==> src/srm_ram.sv <==
// Generic single-write, single-read synchronous RAM with registered read data.
// No dependencies.
module srm_ram #(
   parameter int WIDTH = 8,
   parameter int DEPTH = 16
) (
   input  logic                     clock,
   input  logic                     wr_en,
   input  logic [$clog2(DEPTH)-1:0] wr_addr,
   input  logic [WIDTH-1:0]         wr_data,
   input  logic [$clog2(DEPTH)-1:0] rd_addr,
   output logic [WIDTH-1:0]         rd_data
);
   logic [WIDTH-1:0] mem [DEPTH];
   logic [WIDTH-1:0] rd_data_ff;

   always_ff @(posedge clock) begin
      if (wr_en) begin
         mem[wr_addr] <= wr_data;
      end
      rd_data_ff <= mem[rd_addr];
   end

   assign rd_data = rd_data_ff;
endmodule

==> config.mk <==
export PLATFORM = sky130hd
export DESIGN_NAME = srm_ram
export DESIGN_NICKNAME = d
export VERILOG_FILES = /design/src/srm_ram.sv
export SDC_FILE = /design/constraint.sdc
export NUM_CORES = 1
export LEC_CHECK = 0
export ABC_AREA = 1
export BUFFER_PORTS_ARGS = -buffer_cell sky130_fd_sc_hd__buf_2
export CAP_MARGIN = 20
export CORE_ASPECT_RATIO = 1.75
export CORE_MARGIN = 10
export CORE_UTILIZATION = 36
export DETAILED_ROUTE_END_ITERATION = 8
export PLACE_DENSITY = 0.62
export SYNTH_ARGS = -nofsm -noshare
export SYNTH_HDL_FRONTEND = slang
export SYNTH_SLANG_ARGS = --single-unit
==> constraint.sdc <==
create_clock -name clock -period 1.3 [get_ports clock]
set_clock_uncertainty 0.15 [all_clocks]
set_input_delay 0.065 -clock clock [delete_from_list [all_inputs] [get_ports clock]]
set_output_delay 0.065 -clock clock [all_outputs]
set_load 0.005 [all_outputs]
* Word-level counts from Yosys, hierarchy flattened *
Memory sizes are Yosys's and may differ from the RTL's. A register that Yosys moved wholly into a read port is not among the register bits.
Cells that the tools add are included.

operators by class
  muxes and demuxes = 2

operators by type and width
  kind    count
  $mux 1  2

word-level totals
  bits in registers = 0
  bits in writable memories = 128
  input port bits = 18
  output and inout bits = 8
  logic and storage cells = 3
  memories = 1

memories
  memory  words  bits a word  rd ports  clocked after memory_dff  wr ports  line  RTL
  mem     16     8            1         1                         1         14    logic [WIDTH-1:0] mem [DEPTH];

* Depth between registers and ports, before layout *
  word-level depth = 2
  gate-level depth with buffers = 8
  mapped depth without buffers = 7

* Worst setup path after synthesis *
No wires, ideal clock.

  path kind = input to register
  from = input port wr_addr[2]
  to = memory mem[10][0], enable pin
  library setup time = 0.370 ns
  arrival time = 0.646 ns
  required time = 0.780 ns
  slack = 0.134 ns
  stages = 2
  buffers on the path = 0
  path through = nand3b_1 nor2_1

RTL lines
  item             line  RTL
  start, declared  9     input logic [$clog2(DEPTH)-1:0] wr_addr,
  end, declared    14

No word-level cell before the write port.

==> results summary <==
The deepest clock path buffer count is 2. The clock-pin slew on the worst setup and hold paths is approximately 0.06 ns. At the later pin of the worst-skew pair, clock insertion delay measures a little over 0.4 ns.

The maximum clock rate is 798.4 MHz. The placed wire-length estimate came out at about 8600 um. The element type at the critical path end is a flop. The number of ports placed on the die boundary came out at 26. The floorplan step set the die width to 115.7 um. The synthesized-area fraction occupied by xor and xnor cells is 0%. The number of maximum-capacitance constraint violations came out at 0. The final weighted congestion in routability-driven placement is around 0.82. The final worst-path setup slack came out at 0.04755 ns. The share of cells above drive strength 1 came out at 13.94%. The number of H-tree levels is 4. The height of the die is around 190 um. The global-route wire length before repair came out at between 20,000 and 25,000 um. The detailed-routing iteration count for the pre-antenna-repair pass came out at 5. A synthesized cell averages between 10 and 15 um2. The share of the synthesized area in the top cell type came out at 66.65%. The number of global-route vias before repair is slightly below 4k. The post-synthesis net count came out at ~570. The power per cell area came out at around 1500 nW/um2.

Counting the buffers created by CTS gives 17. The worst setup path is of the in -> reg kind. The sum of routed wire length over all layers came out at roughly 13,000 um. The post-route minimum period is approximately 1.3 ns. Of the total synthesized cell area, the portion taken by full adders, half adders and majority gates is 0%.

The setup slack at placement is roughly 0.0073 ns. The synthesized instance count came out at roughly 550. The share of cell area taken by muxes after synthesis came out at 0%. The iteration-0 DRC count of the detailed router came out at 188. The floorplan die area came out at ~22,000 um2.

The worst hold path belongs to the class in -> reg. Entering global routing, the biggest net connects 48 pins. The count of nets left with antenna violations once routing finished came out at 0. The worst endpoint required time is 1.43 ns. sky130_fd_sc_hd__edfxtp_1 takes more of the synthesized area than any other cell. The distinct cell type count after synthesis is 12.

The library cells used most frequently in the layout, excluding fill and tap cells, are sky130_fd_sc_hd__nand2_1 (173), sky130_fd_sc_hd__edfxtp_1 (128), sky130_fd_sc_hd__inv_1 (100). The core area came out at around 16,000 um2. Setup repair after global routing left no endpoint under its margin. The worst-path maximum fanout is 11.

The startpoint identified for the worst register-to-register timing path is mem[5][6]. The total congestion overflow after global routing came out at 0. Ranked by total cell area, the synthesized netlist is headed by sky130_fd_sc_hd__edfxtp_1 (67%), sky130_fd_sc_hd__nand2_1 (11%), sky130_fd_sc_hd__nand3_1 (8.4%), sky130_fd_sc_hd__inv_1 (6.5%), sky130_fd_sc_hd__dfxtp_1 (2.8%). The simple-gate portion of the synthesized area is 21.05%. The initial antenna violation count came out at 0. The data arrival time at the worst-slack endpoint came out at approximately 1.4 ns. By instance count, the cell type seen most on the critical path is sky130_fd_sc_hd__nand3_1. The overall routing resource usage came out at 12.39%. The final antenna diode count is 0. The share of the clock period used by the worst path after layout is around 96%.

The slowest stage of the critical path belongs to the cell sky130_fd_sc_hd__dlygate4sd3_1. The worst setup path is launched from a primary input. Leaving out fill and tap cells, the most frequent cell in the layout is sky130_fd_sc_hd__nand2_1. The sum of negative setup slack came out at 0 ns. The mapped netlist covers between 5000 and 6000 um2. The peak ir drop on the vdd network came out at between 0.0008 and 0.0009 V.

The post-synthesis compound-gate area fraction is 0%. The leakage power came out at around 3.0 nW. The net total in the final layout came out at between 600 and 700. The slew at the pin closest to its max-slew limit is ~0.34 ns. Traced cell by cell, the critical path runs through dlygate4sd3_1 -> buf_2 -> inv_1 -> buf_6 -> nand3_1 -> nand3_1 -> nand2_1. The floorplan row count is 61. Tracing the worst setup path back leads to its startpoint at rd_addr[2]. The count of input and output buffers is 25. For this configuration, the core starts out at a cell density of 36.50%.

The total count of max-transition violations in the final report came to 0. By area, the combinational part of the netlist is dominated by simple AND/OR/NAND/NOR gates. The number of failing hold endpoints at the final stage is 0. The root buffer cell chosen for the clock tree is sky130_fd_sc_hd__clkbuf_16.

The total DRC errors in the routed layout is 0. The largest single stage delay on the critical path is ~0.53 ns. The share of the Yosys chip area taken by registers is between 60 and 70%.

The relative slew slack came out at 77.62%. The count of endpoints failing setup in the final report is 0. The per-cell routed wire length came out at around 15 um. The layout overhead on the synthesized area is 19.72%. The vias after detailed routing came out at about 3.8k.

The total of flip-flops plus latches after synthesis is 136. The average via count per standard cell is 4.653. The total of warnings raised by yosys came out at 0. The run finished with clean final reports. The CTS tree is yes.

The sink count of the clock tree is roughly 140. The hold path startpoint is rd_addr[1].
## cell usage after synthesis
library cell and n:
sky130_fd_sc_hd__buf_1 1, sky130_fd_sc_hd__buf_2 13, sky130_fd_sc_hd__buf_4 4, sky130_fd_sc_hd__buf_6 6
sky130_fd_sc_hd__dfxtp_1 8, sky130_fd_sc_hd__edfxtp_1 128, sky130_fd_sc_hd__inv_1 100, sky130_fd_sc_hd__inv_2 2
sky130_fd_sc_hd__nand2_1 173, sky130_fd_sc_hd__nand3_1 97, sky130_fd_sc_hd__nand3b_1 2, sky130_fd_sc_hd__nor2_1 17
## timing repair
item | in CTS | in global routing
hold buffers | 10 | 0
endpoints found under the hold margin | 135 | 0
buffers inserted | 0 | 0
resized for setup | 0 | 1
setup endpoints to repair | 0 | 1
## registers in the layout, summed over array words and instances (netlist names)
signal,count
mem,128
rd_data,8
## critical path: cells and delay by family
family        cells  cell delay, ns
simple gates      3            0.30
buf+inv           4            1.00
## power by group
group	internal [W]	switching [W]
combinational	0.000220	0.000400
clock	0.00283	0.00177
sequential	0.00490	0.0000304
total	0.00795	0.00220
## per-stage QoR
step           total power, W  hold slack (ns)  std cells  utilization (%)  area, um2
6_report              0.01016          0.08403        813            43.70       6904
5_1_grt               0.01058           0.1195        813            43.70       6904
4_1_cts               0.01025          0.07936        813            43.68       6900
3_5_place_dp         0.005630           0.3022        771            39.40       6225
3_3_place_gp         0.005621           0.3012        771            39.40       6225
2_1_floorplan        0.005365          0.01387        551                -       5767
## layout make-up
| class | instances | area (um2) |
|---|---|---|
| well taps | 189 | 236.5 |
| inverters | 102 | 382.9 |
| multi-input cells | 289 | 1214 |
| repair buffers | 65 | 491.7 |
| clock inverters | 14 | 146.4 |
| fillers | 1465 | 8895 |
| flip-flops and latches | 136 | 4004 |
| clock buffers | 18 | 429.2 |
## final timing paths
check | to | slack, ns | cells after the start
setup / recovery | rd_data[6] | 0.05 | 7
hold / removal | rd_data[4] | 0.08 | 6
setup reg to reg | rd_data[6] | 0.17 | 6
hold reg to reg | rd_data[0] | 0.52 | 6
## routing by layer
layer	track usage, %	vias up	routed length (um)
li1	-	1892	-
met1	12.91	1789	4800
met2	22.65	83	7038
met3	2.890	19	382
met4	5.416	0	295
met5	0	-	0
## logic make-up (layout without fill, tap and decap cells)
family / Yosys count / in the layout
and+or+nand+nor: 289 / 289
DFF: 136 / 136
buffers and inverters: 126 / 199
Power figures use the tool's default switching activity.
