[src/srm_pkg.sv]
// Package for the snapshot redirect map: widths, codes, state and map-port types.
// Used by the channel interfaces, the sequencer and the top level.
package srm_pkg;

   localparam int BLOCK_SHIFT     = 3;
   localparam int BLK_SECTORS     = 1 << BLOCK_SHIFT;
   localparam int MAP_DEPTH       = 65536;
   localparam int MAP_AW          = $clog2(MAP_DEPTH);
   localparam int MAX_REQ_SECTORS = 256;
   localparam int ENTRY_W         = 30;
   localparam int MAP_W           = ENTRY_W + 1;
   localparam int START_W         = 19;
   localparam int CNT_W           = 9;
   localparam int BUF_W           = 16;
   localparam int BUFOUT_W        = 17;
   localparam int SNAP_W          = 32;
   localparam int DEV_W           = 17;
   localparam int OFF_W           = CNT_W + 1;
   localparam int IDX_W           = START_W + 1 - BLOCK_SHIFT;
   localparam int SUB_W           = BLOCK_SHIFT + 1;
   localparam int CUR_W           = ENTRY_W + BLOCK_SHIFT;
   localparam int DEV_RESET       = 65536;

   typedef enum logic [1:0] {
      ST_OK        = 2'd0,
      ST_UNMAPPED  = 2'd1,
      ST_NO_SPACE  = 2'd2,
      ST_RANGE     = 2'd3
   } status_type;

   typedef enum logic {
      CSR_STORE_LIMIT   = 1'b0,
      CSR_DEVICE_BLOCKS = 1'b1
   } csr_index_type;

   typedef enum logic [2:0] {
      S_CLEAR,
      S_IDLE,
      S_WRITE,
      S_READ,
      S_READ_LAST,
      S_SINGLE
   } state_type;

   typedef struct packed {
      logic              base_en;
      logic              write_en;
      logic [MAP_AW-1:0] addr;
      logic [MAP_W-1:0]  data;
   } map_wr_type;

endpackage

[src/srm_if.sv]
// Channel interfaces for the snapshot redirect map: request, response, register write.
// Field widths come from srm_pkg.
interface srm_req_if;
   logic                        valid;
   logic                        ready;
   logic                        action;
   logic                        map_select;
   logic [srm_pkg::START_W-1:0] start_sector;
   logic [srm_pkg::CNT_W-1:0]   sector_count;
   logic [srm_pkg::BUF_W-1:0]   buffer_start;
   modport source (output valid, action, map_select, start_sector, sector_count,
                   buffer_start, input ready);
   modport sink (input valid, action, map_select, start_sector, sector_count,
                 buffer_start, output ready);
endinterface

interface srm_rsp_if;
   logic                         valid;
   logic                         ready;
   logic [1:0]                   status;
   logic [srm_pkg::SNAP_W-1:0]   snap_sector;
   logic [srm_pkg::BUFOUT_W-1:0] buffer_sector;
   logic [srm_pkg::CNT_W-1:0]    run_sectors;
   logic                         last;
   modport source (output valid, status, snap_sector, buffer_sector, run_sectors, last,
                   input ready);
   modport sink (input valid, status, snap_sector, buffer_sector, run_sectors, last,
                 output ready);
endinterface


[src/srm_engine.sv]
// Sequencer of the snapshot redirect map: clearing pass, extent recording,
// read translation with run merging, and the response register. Uses srm_pkg.
module srm_engine (
   input  logic                        clock,
   input  logic                        reset,
   srm_req_if.sink                     req,
   srm_rsp_if.source                   rsp,
   input  logic [srm_pkg::SNAP_W-1:0]  store_limit,
   input  logic [srm_pkg::DEV_W-1:0]   device_blocks,
   output srm_pkg::map_wr_type         map_wr,
   output logic [srm_pkg::MAP_AW-1:0]  map_rd_addr,
   input  logic [srm_pkg::MAP_W-1:0]   base_rd,
   input  logic [srm_pkg::MAP_W-1:0]   write_rd
);
   import srm_pkg::*;

   state_type            state_ff, state_in;
   logic [MAP_AW-1:0]    clr_ff, clr_in;
   logic                 sel_ff, sel_in;
   logic [START_W-1:0]   start_ff, start_in;
   logic [CNT_W-1:0]     cnt_ff, cnt_in;
   logic [BUF_W-1:0]     bufst_ff, bufst_in;
   logic [OFF_W-1:0]     off_ff, off_in;
   logic                 first_ff, first_in;
   logic [CUR_W-1:0]     prev_ff, prev_in;
   logic [SUB_W-1:0]     plen_ff, plen_in;
   logic [CUR_W-1:0]     run_start_ff, run_start_in;
   logic [CNT_W-1:0]     runlen_ff, runlen_in;
   logic [CNT_W-1:0]     bufofs_ff, bufofs_in;
   logic [SNAP_W-1:0]    alloc_ff, alloc_in;
   status_type           res_status_ff, res_status_in;
   logic [SNAP_W-1:0]    res_snap_ff, res_snap_in;
   logic [CNT_W-1:0]     res_run_ff, res_run_in;

   logic                 rsp_valid_ff, rsp_valid_in;
   status_type           rsp_status_ff, rsp_status_in;
   logic [SNAP_W-1:0]    rsp_snap_ff, rsp_snap_in;
   logic [BUFOUT_W-1:0]  rsp_buf_ff, rsp_buf_in;
   logic [CNT_W-1:0]     rsp_run_ff, rsp_run_in;
   logic                 rsp_last_ff, rsp_last_in;

   logic                 can_emit;
   logic [CNT_W-1:0]     cnt_sat;
   logic [IDX_W-1:0]     chk_idx, nxt_idx;
   logic                 chk_ok;
   logic                 hit;
   logic [CUR_W-1:0]     cur, cur_first;
   logic [SUB_W-1:0]     unord, plen_first, mlen;
   logic [CNT_W-1:0]     rem;
   logic [OFF_W-1:0]     next_off;
   logic                 merge;
   logic [ENTRY_W-1:0]   wr_val;
   logic [BUFOUT_W-1:0]  buf_pos;

   function automatic logic idx_ok(input logic [IDX_W-1:0] idx,
                                   input logic [DEV_W-1:0] dev);
      return (32'(idx) < 32'(dev)) && (32'(idx) < 32'(MAP_DEPTH));
   endfunction

   assign can_emit = !rsp_valid_ff || rsp.ready;
   assign cnt_sat  = (req.sector_count > CNT_W'(MAX_REQ_SECTORS)) ?
                     CNT_W'(MAX_REQ_SECTORS) : req.sector_count;

   // The block index being looked up now, and the one that follows it.
   assign chk_idx  = IDX_W'(({1'b0, start_ff} + (START_W+1)'(off_ff)) >> BLOCK_SHIFT);
   assign chk_ok   = idx_ok(chk_idx, device_blocks);
   assign hit      = write_rd[MAP_W-1] || base_rd[MAP_W-1];
   assign cur      = write_rd[MAP_W-1] ? {write_rd[ENTRY_W-1:0], BLOCK_SHIFT'(0)} :
                                         {base_rd[ENTRY_W-1:0], BLOCK_SHIFT'(0)};
   assign unord    = SUB_W'(start_ff & START_W'(BLK_SECTORS - 1));
   assign cur_first = cur | CUR_W'(unord);
   assign plen_first = ((CNT_W'(SUB_W'(BLK_SECTORS) - unord)) > cnt_ff) ?
                       SUB_W'(cnt_ff) : SUB_W'(BLK_SECTORS) - unord;
   assign rem      = cnt_ff - CNT_W'(off_ff);
   assign mlen     = (rem > CNT_W'(BLK_SECTORS)) ? SUB_W'(BLK_SECTORS) : SUB_W'(rem);
   assign next_off = first_ff ? OFF_W'(plen_first) : off_ff + OFF_W'(BLK_SECTORS);
   assign nxt_idx  = IDX_W'(({1'b0, start_ff} + (START_W+1)'(next_off)) >> BLOCK_SHIFT);
   assign merge    = ({1'b0, prev_ff} + (CUR_W+1)'(plen_ff)) == {1'b0, cur};
   assign wr_val   = ENTRY_W'(({1'b0, res_snap_ff} + (SNAP_W+1)'(off_ff)) >> BLOCK_SHIFT);
   assign buf_pos  = BUFOUT_W'(bufst_ff) + BUFOUT_W'(bufofs_ff);

   always_ff @(posedge clock) begin
      if (reset) begin
         state_ff     <= S_CLEAR;
         clr_ff       <= '0;
         alloc_ff     <= '0;
         rsp_valid_ff <= 1'b0;
      end else begin
         state_ff     <= state_in;
         clr_ff       <= clr_in;
         alloc_ff     <= alloc_in;
         rsp_valid_ff <= rsp_valid_in;
      end
      sel_ff        <= sel_in;
      start_ff      <= start_in;
      cnt_ff        <= cnt_in;
      bufst_ff      <= bufst_in;
      off_ff        <= off_in;
      first_ff      <= first_in;
      prev_ff       <= prev_in;
      plen_ff       <= plen_in;
      run_start_ff  <= run_start_in;
      runlen_ff     <= runlen_in;
      bufofs_ff     <= bufofs_in;
      res_status_ff <= res_status_in;
      res_snap_ff   <= res_snap_in;
      res_run_ff    <= res_run_in;
      rsp_status_ff <= rsp_status_in;
      rsp_snap_ff   <= rsp_snap_in;
      rsp_buf_ff    <= rsp_buf_in;
      rsp_run_ff    <= rsp_run_in;
      rsp_last_ff   <= rsp_last_in;
   end

   always_comb begin
      state_in      = state_ff;
      clr_in        = clr_ff;
      sel_in        = sel_ff;
      start_in      = start_ff;
      cnt_in        = cnt_ff;
      bufst_in      = bufst_ff;
      off_in        = off_ff;
      first_in      = first_ff;
      prev_in       = prev_ff;
      plen_in       = plen_ff;
      run_start_in  = run_start_ff;
      runlen_in     = runlen_ff;
      bufofs_in     = bufofs_ff;
      alloc_in      = alloc_ff;
      res_status_in = res_status_ff;
      res_snap_in   = res_snap_ff;
      res_run_in    = res_run_ff;
      rsp_valid_in  = rsp_valid_ff && !rsp.ready;
      rsp_status_in = rsp_status_ff;
      rsp_snap_in   = rsp_snap_ff;
      rsp_buf_in    = rsp_buf_ff;
      rsp_run_in    = rsp_run_ff;
      rsp_last_in   = rsp_last_ff;
      map_wr        = '0;
      // Re-reading the same entry keeps the RAM output steady during a stall.
      map_rd_addr   = MAP_AW'(chk_idx);

      case (state_ff)
         S_CLEAR: begin
            map_wr.base_en  = 1'b1;
            map_wr.write_en = 1'b1;
            map_wr.addr     = clr_ff;
            clr_in          = clr_ff + 1'b1;
            if (clr_ff == MAP_AW'(MAP_DEPTH - 1)) begin
               state_in = S_IDLE;
            end
         end
         S_IDLE: begin
            map_rd_addr = MAP_AW'(req.start_sector >> BLOCK_SHIFT);
            if (req.valid) begin
               sel_in    = req.map_select;
               start_in  = req.start_sector;
               cnt_in    = cnt_sat;
               bufst_in  = req.buffer_start;
               off_in    = '0;
               first_in  = 1'b1;
               runlen_in = '0;
               bufofs_in = '0;
               res_status_in = ST_OK;
               res_snap_in   = '0;
               res_run_in    = '0;
               if (cnt_sat == '0) begin
                  state_in = S_SINGLE;
               end else if (!req.action) begin
                  res_snap_in = alloc_ff;
                  if (({1'b0, alloc_ff} + (SNAP_W+1)'(cnt_sat)) > {1'b0, store_limit}) begin
                     res_status_in = ST_NO_SPACE;
                     state_in      = S_SINGLE;
                  end else begin
                     alloc_in   = alloc_ff + SNAP_W'(cnt_sat);
                     res_run_in = cnt_sat;
                     state_in   = S_WRITE;
                  end
               end else begin
                  state_in = S_READ;
               end
            end
         end
         S_WRITE: begin
            if (off_ff < OFF_W'(cnt_ff)) begin
               if (chk_ok) begin
                  map_wr.base_en  = !sel_ff;
                  map_wr.write_en = sel_ff;
                  map_wr.addr     = MAP_AW'(chk_idx);
                  map_wr.data     = {1'b1, wr_val};
                  off_in          = off_ff + OFF_W'(BLK_SECTORS);
               end else begin
                  res_status_in = ST_RANGE;
                  state_in      = S_SINGLE;
               end
            end else begin
               state_in = S_SINGLE;
            end
         end
         S_SINGLE: begin
            if (can_emit) begin
               rsp_valid_in  = 1'b1;
               rsp_status_in = res_status_ff;
               rsp_snap_in   = res_snap_ff;
               rsp_buf_in    = '0;
               rsp_run_in    = res_run_ff;
               rsp_last_in   = 1'b1;
               state_in      = S_IDLE;
            end
         end
         S_READ: begin
            if (!chk_ok || !hit) begin
               if (can_emit) begin
                  rsp_valid_in  = 1'b1;
                  rsp_status_in = chk_ok ? ST_UNMAPPED : ST_RANGE;
                  rsp_snap_in   = '0;
                  rsp_buf_in    = '0;
                  rsp_run_in    = '0;
                  rsp_last_in   = 1'b1;
                  state_in      = S_IDLE;
               end
            end else if (first_ff || merge || can_emit) begin
               if (first_ff) begin
                  prev_in      = cur_first;
                  run_start_in = cur_first;
                  runlen_in    = CNT_W'(plen_first);
                  plen_in      = plen_first;
               end else begin
                  prev_in = cur;
                  plen_in = mlen;
                  if (merge) begin
                     runlen_in = runlen_ff + CNT_W'(mlen);
                  end else begin
                     rsp_valid_in  = 1'b1;
                     rsp_status_in = ST_OK;
                     rsp_snap_in   = run_start_ff[SNAP_W-1:0];
                     rsp_buf_in    = buf_pos;
                     rsp_run_in    = runlen_ff;
                     rsp_last_in   = 1'b0;
                     bufofs_in     = bufofs_ff + runlen_ff;
                     run_start_in  = cur;
                     runlen_in     = CNT_W'(mlen);
                  end
               end
               first_in = 1'b0;
               off_in   = next_off;
               if (next_off < OFF_W'(cnt_ff)) begin
                  map_rd_addr = MAP_AW'(nxt_idx);
               end else begin
                  state_in = S_READ_LAST;
               end
            end
         end
         S_READ_LAST: begin
            if (can_emit) begin
               rsp_valid_in  = 1'b1;
               rsp_status_in = ST_OK;
               rsp_snap_in   = run_start_ff[SNAP_W-1:0];
               rsp_buf_in    = buf_pos;
               rsp_run_in    = runlen_ff;
               rsp_last_in   = 1'b1;
               state_in      = S_IDLE;
            end
         end
         default: begin
            state_in = S_IDLE;
         end
      endcase
   end

   assign req.ready         = (state_ff == S_IDLE);
   assign rsp.valid         = rsp_valid_ff;
   assign rsp.status        = rsp_status_ff;
   assign rsp.snap_sector   = rsp_snap_ff;
   assign rsp.buffer_sector = rsp_buf_ff;
   assign rsp.run_sectors   = rsp_run_ff;
   assign rsp.last          = rsp_last_ff;
endmodule

[src/flat_wrapper.sv]
// flat-port wrapper written by rule: the top's interface ports become plain ports
module srm_engine_flat import srm_pkg::*;
  (clock, reset, store_limit, device_blocks, map_wr, map_rd_addr, base_rd, write_rd, req_valid, req_action, req_map_select, req_start_sector, req_sector_count, req_buffer_start, req_ready, rsp_valid, rsp_status, rsp_snap_sector, rsp_buffer_sector, rsp_run_sectors, rsp_last, rsp_ready);
  srm_req_if req_i ();
  srm_rsp_if rsp_i ();
  input  logic clock;
  input  logic reset;
  input  logic [srm_pkg::SNAP_W-1:0] store_limit;
  input  logic [srm_pkg::DEV_W-1:0] device_blocks;
  output srm_pkg::map_wr_type map_wr;
  output logic [srm_pkg::MAP_AW-1:0] map_rd_addr;
  input  logic [srm_pkg::MAP_W-1:0] base_rd;
  input  logic [srm_pkg::MAP_W-1:0] write_rd;
  input wire logic [$bits(req_i.valid)-1:0] req_valid;
  input wire logic [$bits(req_i.action)-1:0] req_action;
  input wire logic [$bits(req_i.map_select)-1:0] req_map_select;
  input wire logic [$bits(req_i.start_sector)-1:0] req_start_sector;
  input wire logic [$bits(req_i.sector_count)-1:0] req_sector_count;
  input wire logic [$bits(req_i.buffer_start)-1:0] req_buffer_start;
  output wire logic [$bits(req_i.ready)-1:0] req_ready;
  output wire logic [$bits(rsp_i.valid)-1:0] rsp_valid;
  output wire logic [$bits(rsp_i.status)-1:0] rsp_status;
  output wire logic [$bits(rsp_i.snap_sector)-1:0] rsp_snap_sector;
  output wire logic [$bits(rsp_i.buffer_sector)-1:0] rsp_buffer_sector;
  output wire logic [$bits(rsp_i.run_sectors)-1:0] rsp_run_sectors;
  output wire logic [$bits(rsp_i.last)-1:0] rsp_last;
  input wire logic [$bits(rsp_i.ready)-1:0] rsp_ready;
  assign req_i.valid = req_valid;
  assign req_i.action = req_action;
  assign req_i.map_select = req_map_select;
  assign req_i.start_sector = req_start_sector;
  assign req_i.sector_count = req_sector_count;
  assign req_i.buffer_start = req_buffer_start;
  assign req_ready = req_i.ready;
  assign rsp_valid = rsp_i.valid;
  assign rsp_status = rsp_i.status;
  assign rsp_snap_sector = rsp_i.snap_sector;
  assign rsp_buffer_sector = rsp_i.buffer_sector;
  assign rsp_run_sectors = rsp_i.run_sectors;
  assign rsp_last = rsp_i.last;
  assign rsp_i.ready = rsp_ready;
  srm_engine u_core (.clock(clock), .reset(reset), .req(req_i), .rsp(rsp_i), .store_limit(store_limit), .device_blocks(device_blocks), .map_wr(map_wr), .map_rd_addr(map_rd_addr), .base_rd(base_rd), .write_rd(write_rd));
endmodule
[config.mk]
export PLATFORM = sky130hd
export DESIGN_NAME = srm_engine_flat
export DESIGN_NICKNAME = d
export VERILOG_FILES = /design/src/srm_pkg.sv /design/src/srm_if.sv /design/src/srm_engine.sv /design/src/flat_wrapper.sv
export SDC_FILE = /design/constraint.sdc
export NUM_CORES = 1
export LEC_CHECK = 0
export BUFFER_PORTS_ARGS = -buffer_cell sky130_fd_sc_hd__buf_2
export CAP_MARGIN = 40
export CELL_PAD_IN_SITES_DETAIL_PLACEMENT = 0
export CELL_PAD_IN_SITES_GLOBAL_PLACEMENT = 1
export CORE_ASPECT_RATIO = 1.4
export CORE_UTILIZATION = 45
export DETAILED_ROUTE_END_ITERATION = 6
export HOLD_SLACK_MARGIN = 0.03
export PLACE_DENSITY = 0.93
export SETUP_SLACK_MARGIN = 0.1
export SYNTH_ARGS = -nofsm -noshare
export SYNTH_HDL_FRONTEND = slang
export SYNTH_SLANG_ARGS = --single-unit
[constraint.sdc]
create_clock -name clock -period 7.65 [get_ports clock]
set_input_delay 0.765 -clock clock [delete_from_list [all_inputs] [get_ports clock]]
set_output_delay 0.765 -clock clock [all_outputs]
set_load 0.02 [all_outputs]
Word level (Yosys, flattened, before mapping). Cells that the tools add are included.

Reduce and logical (&&, ||, !) cells: 34. Equality and inequality tests: 25. Add/subtract/negate cells: 14. $lt $le $gt $ge: 8. Muxes and demuxes: 101. Bitwise operators: 5.

Operator list (number): two-way mux 32 bit (9); two-way mux 9 bit (17); two-way mux 17 bit (6); two-way mux 49 bit (2); one-hot mux 32 bit (3 select lines) (1); two-way mux 33 bit (2); two-way mux 10 bit (6); one-hot mux 17 bit (3 select lines) (1); two-way mux 16 bit (3); one-hot mux 18 bit (2 select lines) (1); one-hot mux 9 bit (2 select lines) (2); adder 33 x 4 -> 34 bit (1); equality test 34 x 33 -> 1 bit (1); adder 32 x 10 -> 33 bit (1); adder 32 x 9 -> 33 bit (1); greater-than comparator 33 x 32 -> 1 bit (1); two-way mux 3 bit (11); OR 33 x 3 -> 33 bit (1); adder 32 x 9 -> 32 bit (1); one-hot mux 16 bit (2 select lines) (1); two-way mux 31 bit (1); one-hot mux 10 bit (3 select lines) (1); two-way mux 2 bit (14); one-hot mux 9 bit (3 select lines) (1); other kinds (47) (101).

Word-level logic and storage cells: 210. Register bits after elaboration: 299. Output and inout port bits: 128. Input bits: 161.

Longest topological paths before layout.
Depth after elaboration: 9. Gate-level depth with buffers: 26. Gate-level depth less buffers: 24.

Worst setup path before layout. Ideal clock, no wire load.

Path kind: register -> register. From: reg u_core.off_ff[1]. To: reg u_core.rsp_run_ff[0] (netlist: u_core.rsp.run_sectors[0]), enable pin. Arrival: 5.733 ns. Buffers on the path: 0. Cell stages (with the launch flop): 20. Data required time: 7.207 ns. Clock period less this slack: 6.177 ns. Library setup time: 0.443 ns. Slack: 1.473 ns. Cell sequence: edfxtp_1 -> ha_1 -> a31o_2 -> a21oi_1 -> o21ai_0 -> a221oi_2 -> nor2_1 -> xnor2_1 -> inv_1 -> ha_1 -> nand4_1 -> nor2_1 -> nand2_1 -> a2111oi_0 -> a21oi_1 -> nand2_1 -> nor2_1 -> o21ai_0 -> o21ai_0 -> nor2_1.

Word-level cells in the longest chain between the ends: 7. Elaborated cells on any way between the ends: 11. Those cells by class: add/sub: 1; order compare: 2; eq/ne: 4; reduce/logical: 4.

RTL lines: start: declaration (line srm_engine.sv:23) `logic [OFF_W-1:0] off_ff, off_in;`; start signal: assignment (line srm_engine.sv:98) `off_ff <= off_in;`; adder 19 x 10 -> 20 bit * (line srm_engine.sv:65) `assign chk_idx = IDX_W'(({1'b0, start_ff} + (START_W+1)'(off_ff)) >> BLOCK_SHIFT);`; < comparator 17 bit (line srm_engine.sv:57) `return (32'(idx) < 32'(dev)) && (32'(idx) < 32'(MAP_DEPTH));`; logical AND 1 bit * (line srm_engine.sv:57); zero test 1 bit * (line srm_engine.sv:212) `if (!chk_ok || !hit) begin`; logical OR 1 bit * (line srm_engine.sv:212); != test 3 x 2 -> 1 bit (no line) (tied with other cells); AND reduction 7 bit (no line) *; end signal: assignment (line srm_engine.sv:111) `rsp_run_ff <= rsp_run_in;`; end: declaration (line srm_engine.sv:39) `logic [CNT_W-1:0] rsp_run_ff, rsp_run_in;`.

Every way passes the cells marked *; elsewhere a longest branch is shown, timed or not. A chain may end at the register's enable or synchronous reset.

Final worst setup path.
From: reg u_core.off_ff[1]. To: out map_rd_addr[10] in the netlist's numbering.

Word-level cells in the longest chain between the ends: 7. Elaborated cells on any way between the ends: 14. Those cells by class: add/sub: 3; order compare: 3; mux: 5; reduce/logical: 3.

RTL lines: adder 10 x 4 -> 10 bit or adder 19 x 10 -> 20 bit (tied branches) (line srm_engine.sv:76, srm_engine.sv:65); two-way mux 10 bit or < comparator 17 bit (tied branches) (line srm_engine.sv:76, srm_engine.sv:57); adder 19 x 10 -> 19 bit (tied with other cells) (line srm_engine.sv:77) `assign nxt_idx = IDX_W'(({1'b0, start_ff} + (START_W+1)'(next_off)) >> BLOCK_SHIFT);`; two-way mux 16 bit or zero test 1 bit (tied branches) (line srm_engine.sv:247, srm_engine.sv:212); two-way mux 16 bit or logical OR 1 bit (tied branches) (line srm_engine.sv:222, srm_engine.sv:212); two-way mux 16 bit (line srm_engine.sv:212); one-hot mux 16 bit (2 select lines) * (line srm_engine.sv:143) `case (state_ff)`; end: declaration (line flat_wrapper.sv:11) `output logic [srm_pkg::MAP_AW-1:0] map_rd_addr;`.

Marked as above.

==> impl_metrics.ini <==
[worst_setup_path]
worstPathCellList = ha_1, a31o_2, a21oi_1, o21ai_0, a221o_1, and3_1, xnor2_1, inv_1, ha_1, nand4_1, nor2_1, nand2_1, a2111oi_0, a21oi_1, nand2_1, nor3_1, a221oi_2, xnor2_1, a221oi_2, buf_2
timing.rr.start = u_core.off_ff[1]
critPathCaptureType = primary output
cpPeakStageDelay_ns = 0.58
required_ns = 6.88
crit_fanout = 9
cp-startpoint = u_core.off_ff[1]
ff2ff_path_depth = 20
path_class = reg2out
start_kind = flop
cp-endpoint = map_rd_addr[10]
crit_slowest_cell = a2111oi_0
arrival_ns = 6.15
timing.rr.end = u_core.rsp.run_sectors[3]
r2r_setup_slack_ns = 1.39

[clock_tree]
tritoncts = built
path_clk_slew_ns = 0.06
numCtsBuffers = 34
clock-root-buffer = clkbuf_16
htreeDepth = 2
clockBufferDepth = 3
cts_sinks = 299
cts_hold_buf = 0
cts_resized = 0
insertion_delay_ns = 0.53
post-cts-setup-buffers = 0

[yosys]
synth_top_area_share_pct = 38.86
synth-main-ff-cell = edfxtp_1
netlist_area_um2 = 19080
synth_edf_count = 247
synth_cell_type_count = 77
syn_nets = 2206
syn_avg_cell_area_um2 = 10.06
yosys_warnings = 0
yosysTopAreaCell = edfxtp_1
syn_inst = 1898
synthTopCellsByArea = edfxtp_1, ha_1, dfxtp_1
ys_ff_latch = 299
async_flop_share_pct = 0
ys_seq_area_share_pct = 44.32

[worst_hold_path]
hp-class = in2reg

[timing]
fmax_mhz = 144.5
report.final.slew_viol_count = 0
grt_setup_unrepaired = no
fin_tns_setup_ns = 0
worstMarginPinSlew_ns = 0.8632
slew_headroom_pct = 41.84
timing.hold.ws_ns = 0.4236
period_needed_ns = 6.919
finalSetupViolations = 0
final_hold_viol_count = 0
setup_slack_ns = 0.7309
skew_ns = 0.02416
final.period_utilization_pct = 90.45

[layout]
layout.cells.non_filler = 2748
final_common_cell = buf_2
syn2layout_area_growth_pct = 17.01
layout_common_cells = buf_2, edfxtp_1, nor2_1
nNetsFinal = 2490
utilization_pct = 53.80
layout-drive-gt1-share_pct = 18.68
postLayoutCellArea_um2 = 22330

[die]
io_pins = 289
die_area_um2 = 43250
core_area_um2 = 41510
die_y_um = 245.7
start_util_pct = 45.98
row_count = 88
die_x_um = 176.1

[placement]
dp_slack_ns = 1.318
dp_hpwl_um = 45700
io_buffers = 288
dpl_cell_area_um2 = 21250
dpl.cell_count = 2686
globalplace.congestion = 0.9646

[route]
drt_iter0_drc = 979
firstDrtPassIters = 5
vias = 15930
drc = 0
wire_per_inst_um = 21.50
finalWirelength_um = 59070
drt-vias-per-instance = 5.797
postRouteAntennaNets = 0

[pwr]
total_power_mw = 5.940
cellPowerDensity_nw_per_um2 = 266.0
leakage_nw = 9.416
vdd_drop_max_mv = 0.1564

[job]
drv_cap = 0

[global_routing]
grtUsageTotal_pct = 26.96
grt_max_degree = 50
grt_pass1_vias = 15720
antenna_found_initial = 3
grt_pass1_wl_um = 89130
overflow = 0

[run_status]
outcome = finished, final reports clean
## critical path, delay by kind of cell, from the launching register on
family,cells,cell delay [ns]
fa+ha+maj,2,0.62
xor+xnor,2,0.44
flops,1,0.49
compound gates,8,2.65
simple gates,6,1.08
buf+inv,2,0.38
## registers in the layout, summed over array words and instances, names as in the netlist, 10 cells and up
signal,count
u_core.prev_ff,33
u_core.alloc_ff,32
u_core.res_snap_ff,32
u_core.rsp.snap_sector,32
u_core.run_start_ff,32
u_core.start_ff,19
u_core.rsp.buffer_sector,17
u_core.bufst_ff,16
u_core.clr_ff,16
u_core.off_ff,10
## layout make-up
type / instances / area, um2
inverters: 137 / 515.5
multi-input cells: 1390 / 9866
fillers: 3719 / 19180
clock buffers: 48 / 913.4
well taps: 540 / 675.6
repair buffers: 320 / 1730
flip-flops and latches: 299 / 8458
diodes: 2 / 5.005
clock inverters: 12 / 167.7
## synth_stat cells, types with 46 or more instances
cell type,count
o21ai_0,82
nor2_1,166
a21oi_1,93
nand3_1,75
inv_1,136
and2_1,46
clkbuf_1,62
xor2_1,86
xnor2_1,101
ha_1,141
nand4_1,46
dfxtp_1,52
nand2_1,121
edfxtp_1,247
## per-layer routing
| metal | global-route usage (%) | wire length, um | vias up |
|---|---|---|---|
| li1 | - | - | 7420 |
| met1 | 32.07 | 22830 | 7702 |
| met2 | 47.34 | 29640 | 656 |
| met3 | 3.633 | 3630 | 147 |
| met4 | 13.38 | 2947 | 4 |
| met5 | 0 | 26 | - |
## cell families (layout without fill, tap and decap cells)
logic type | Yosys count | in the layout | synth area share, %
other | 0 | 2 | 0
XOR/XNOR | 191 | 191 | 9.060
multiplexers | 53 | 53 | 2.885
AO/OA/AOI/OAI | 372 | 372 | 12.99
buffers and inverters | 209 | 517 | 4.170
AND/OR/NAND/NOR | 627 | 627 | 16.70
flip-flops | 299 | 299 | 44.32
adder cells (fa/ha/maj) | 147 | 147 | 9.873
## how the worst min path moves through the flow
stage | startpoint | to | slack [ns] | cells past startpoint
finish | req_buffer_start[15] | u_core.bufst_ff[15] | 0.42 | 1
global route | req_buffer_start[10] | u_core.bufst_ff[10] | 0.42 | 1
CTS | req_buffer_start[10] | u_core.bufst_ff[10] | 0.40 | 1
detailed placement | u_core.clr_ff[6] | u_core.clr_ff[6] | 0.50 | 2
global placement | u_core.alloc_ff[31] | u_core.alloc_ff[31] | 0.50 | 2
floorplan | u_core.clr_ff[6] | u_core.clr_ff[6] | 0.47 | 2
## power breakdown
group          leakage, nW  internal, mW  switching, mW
Sequential            2.69          2.02          0.180
Clock                0.525         0.969          0.671
Combinational         6.20         0.769           1.33
Total                 9.42          3.76           2.18
No activity file was read; power rests on OpenSTA's default activity.
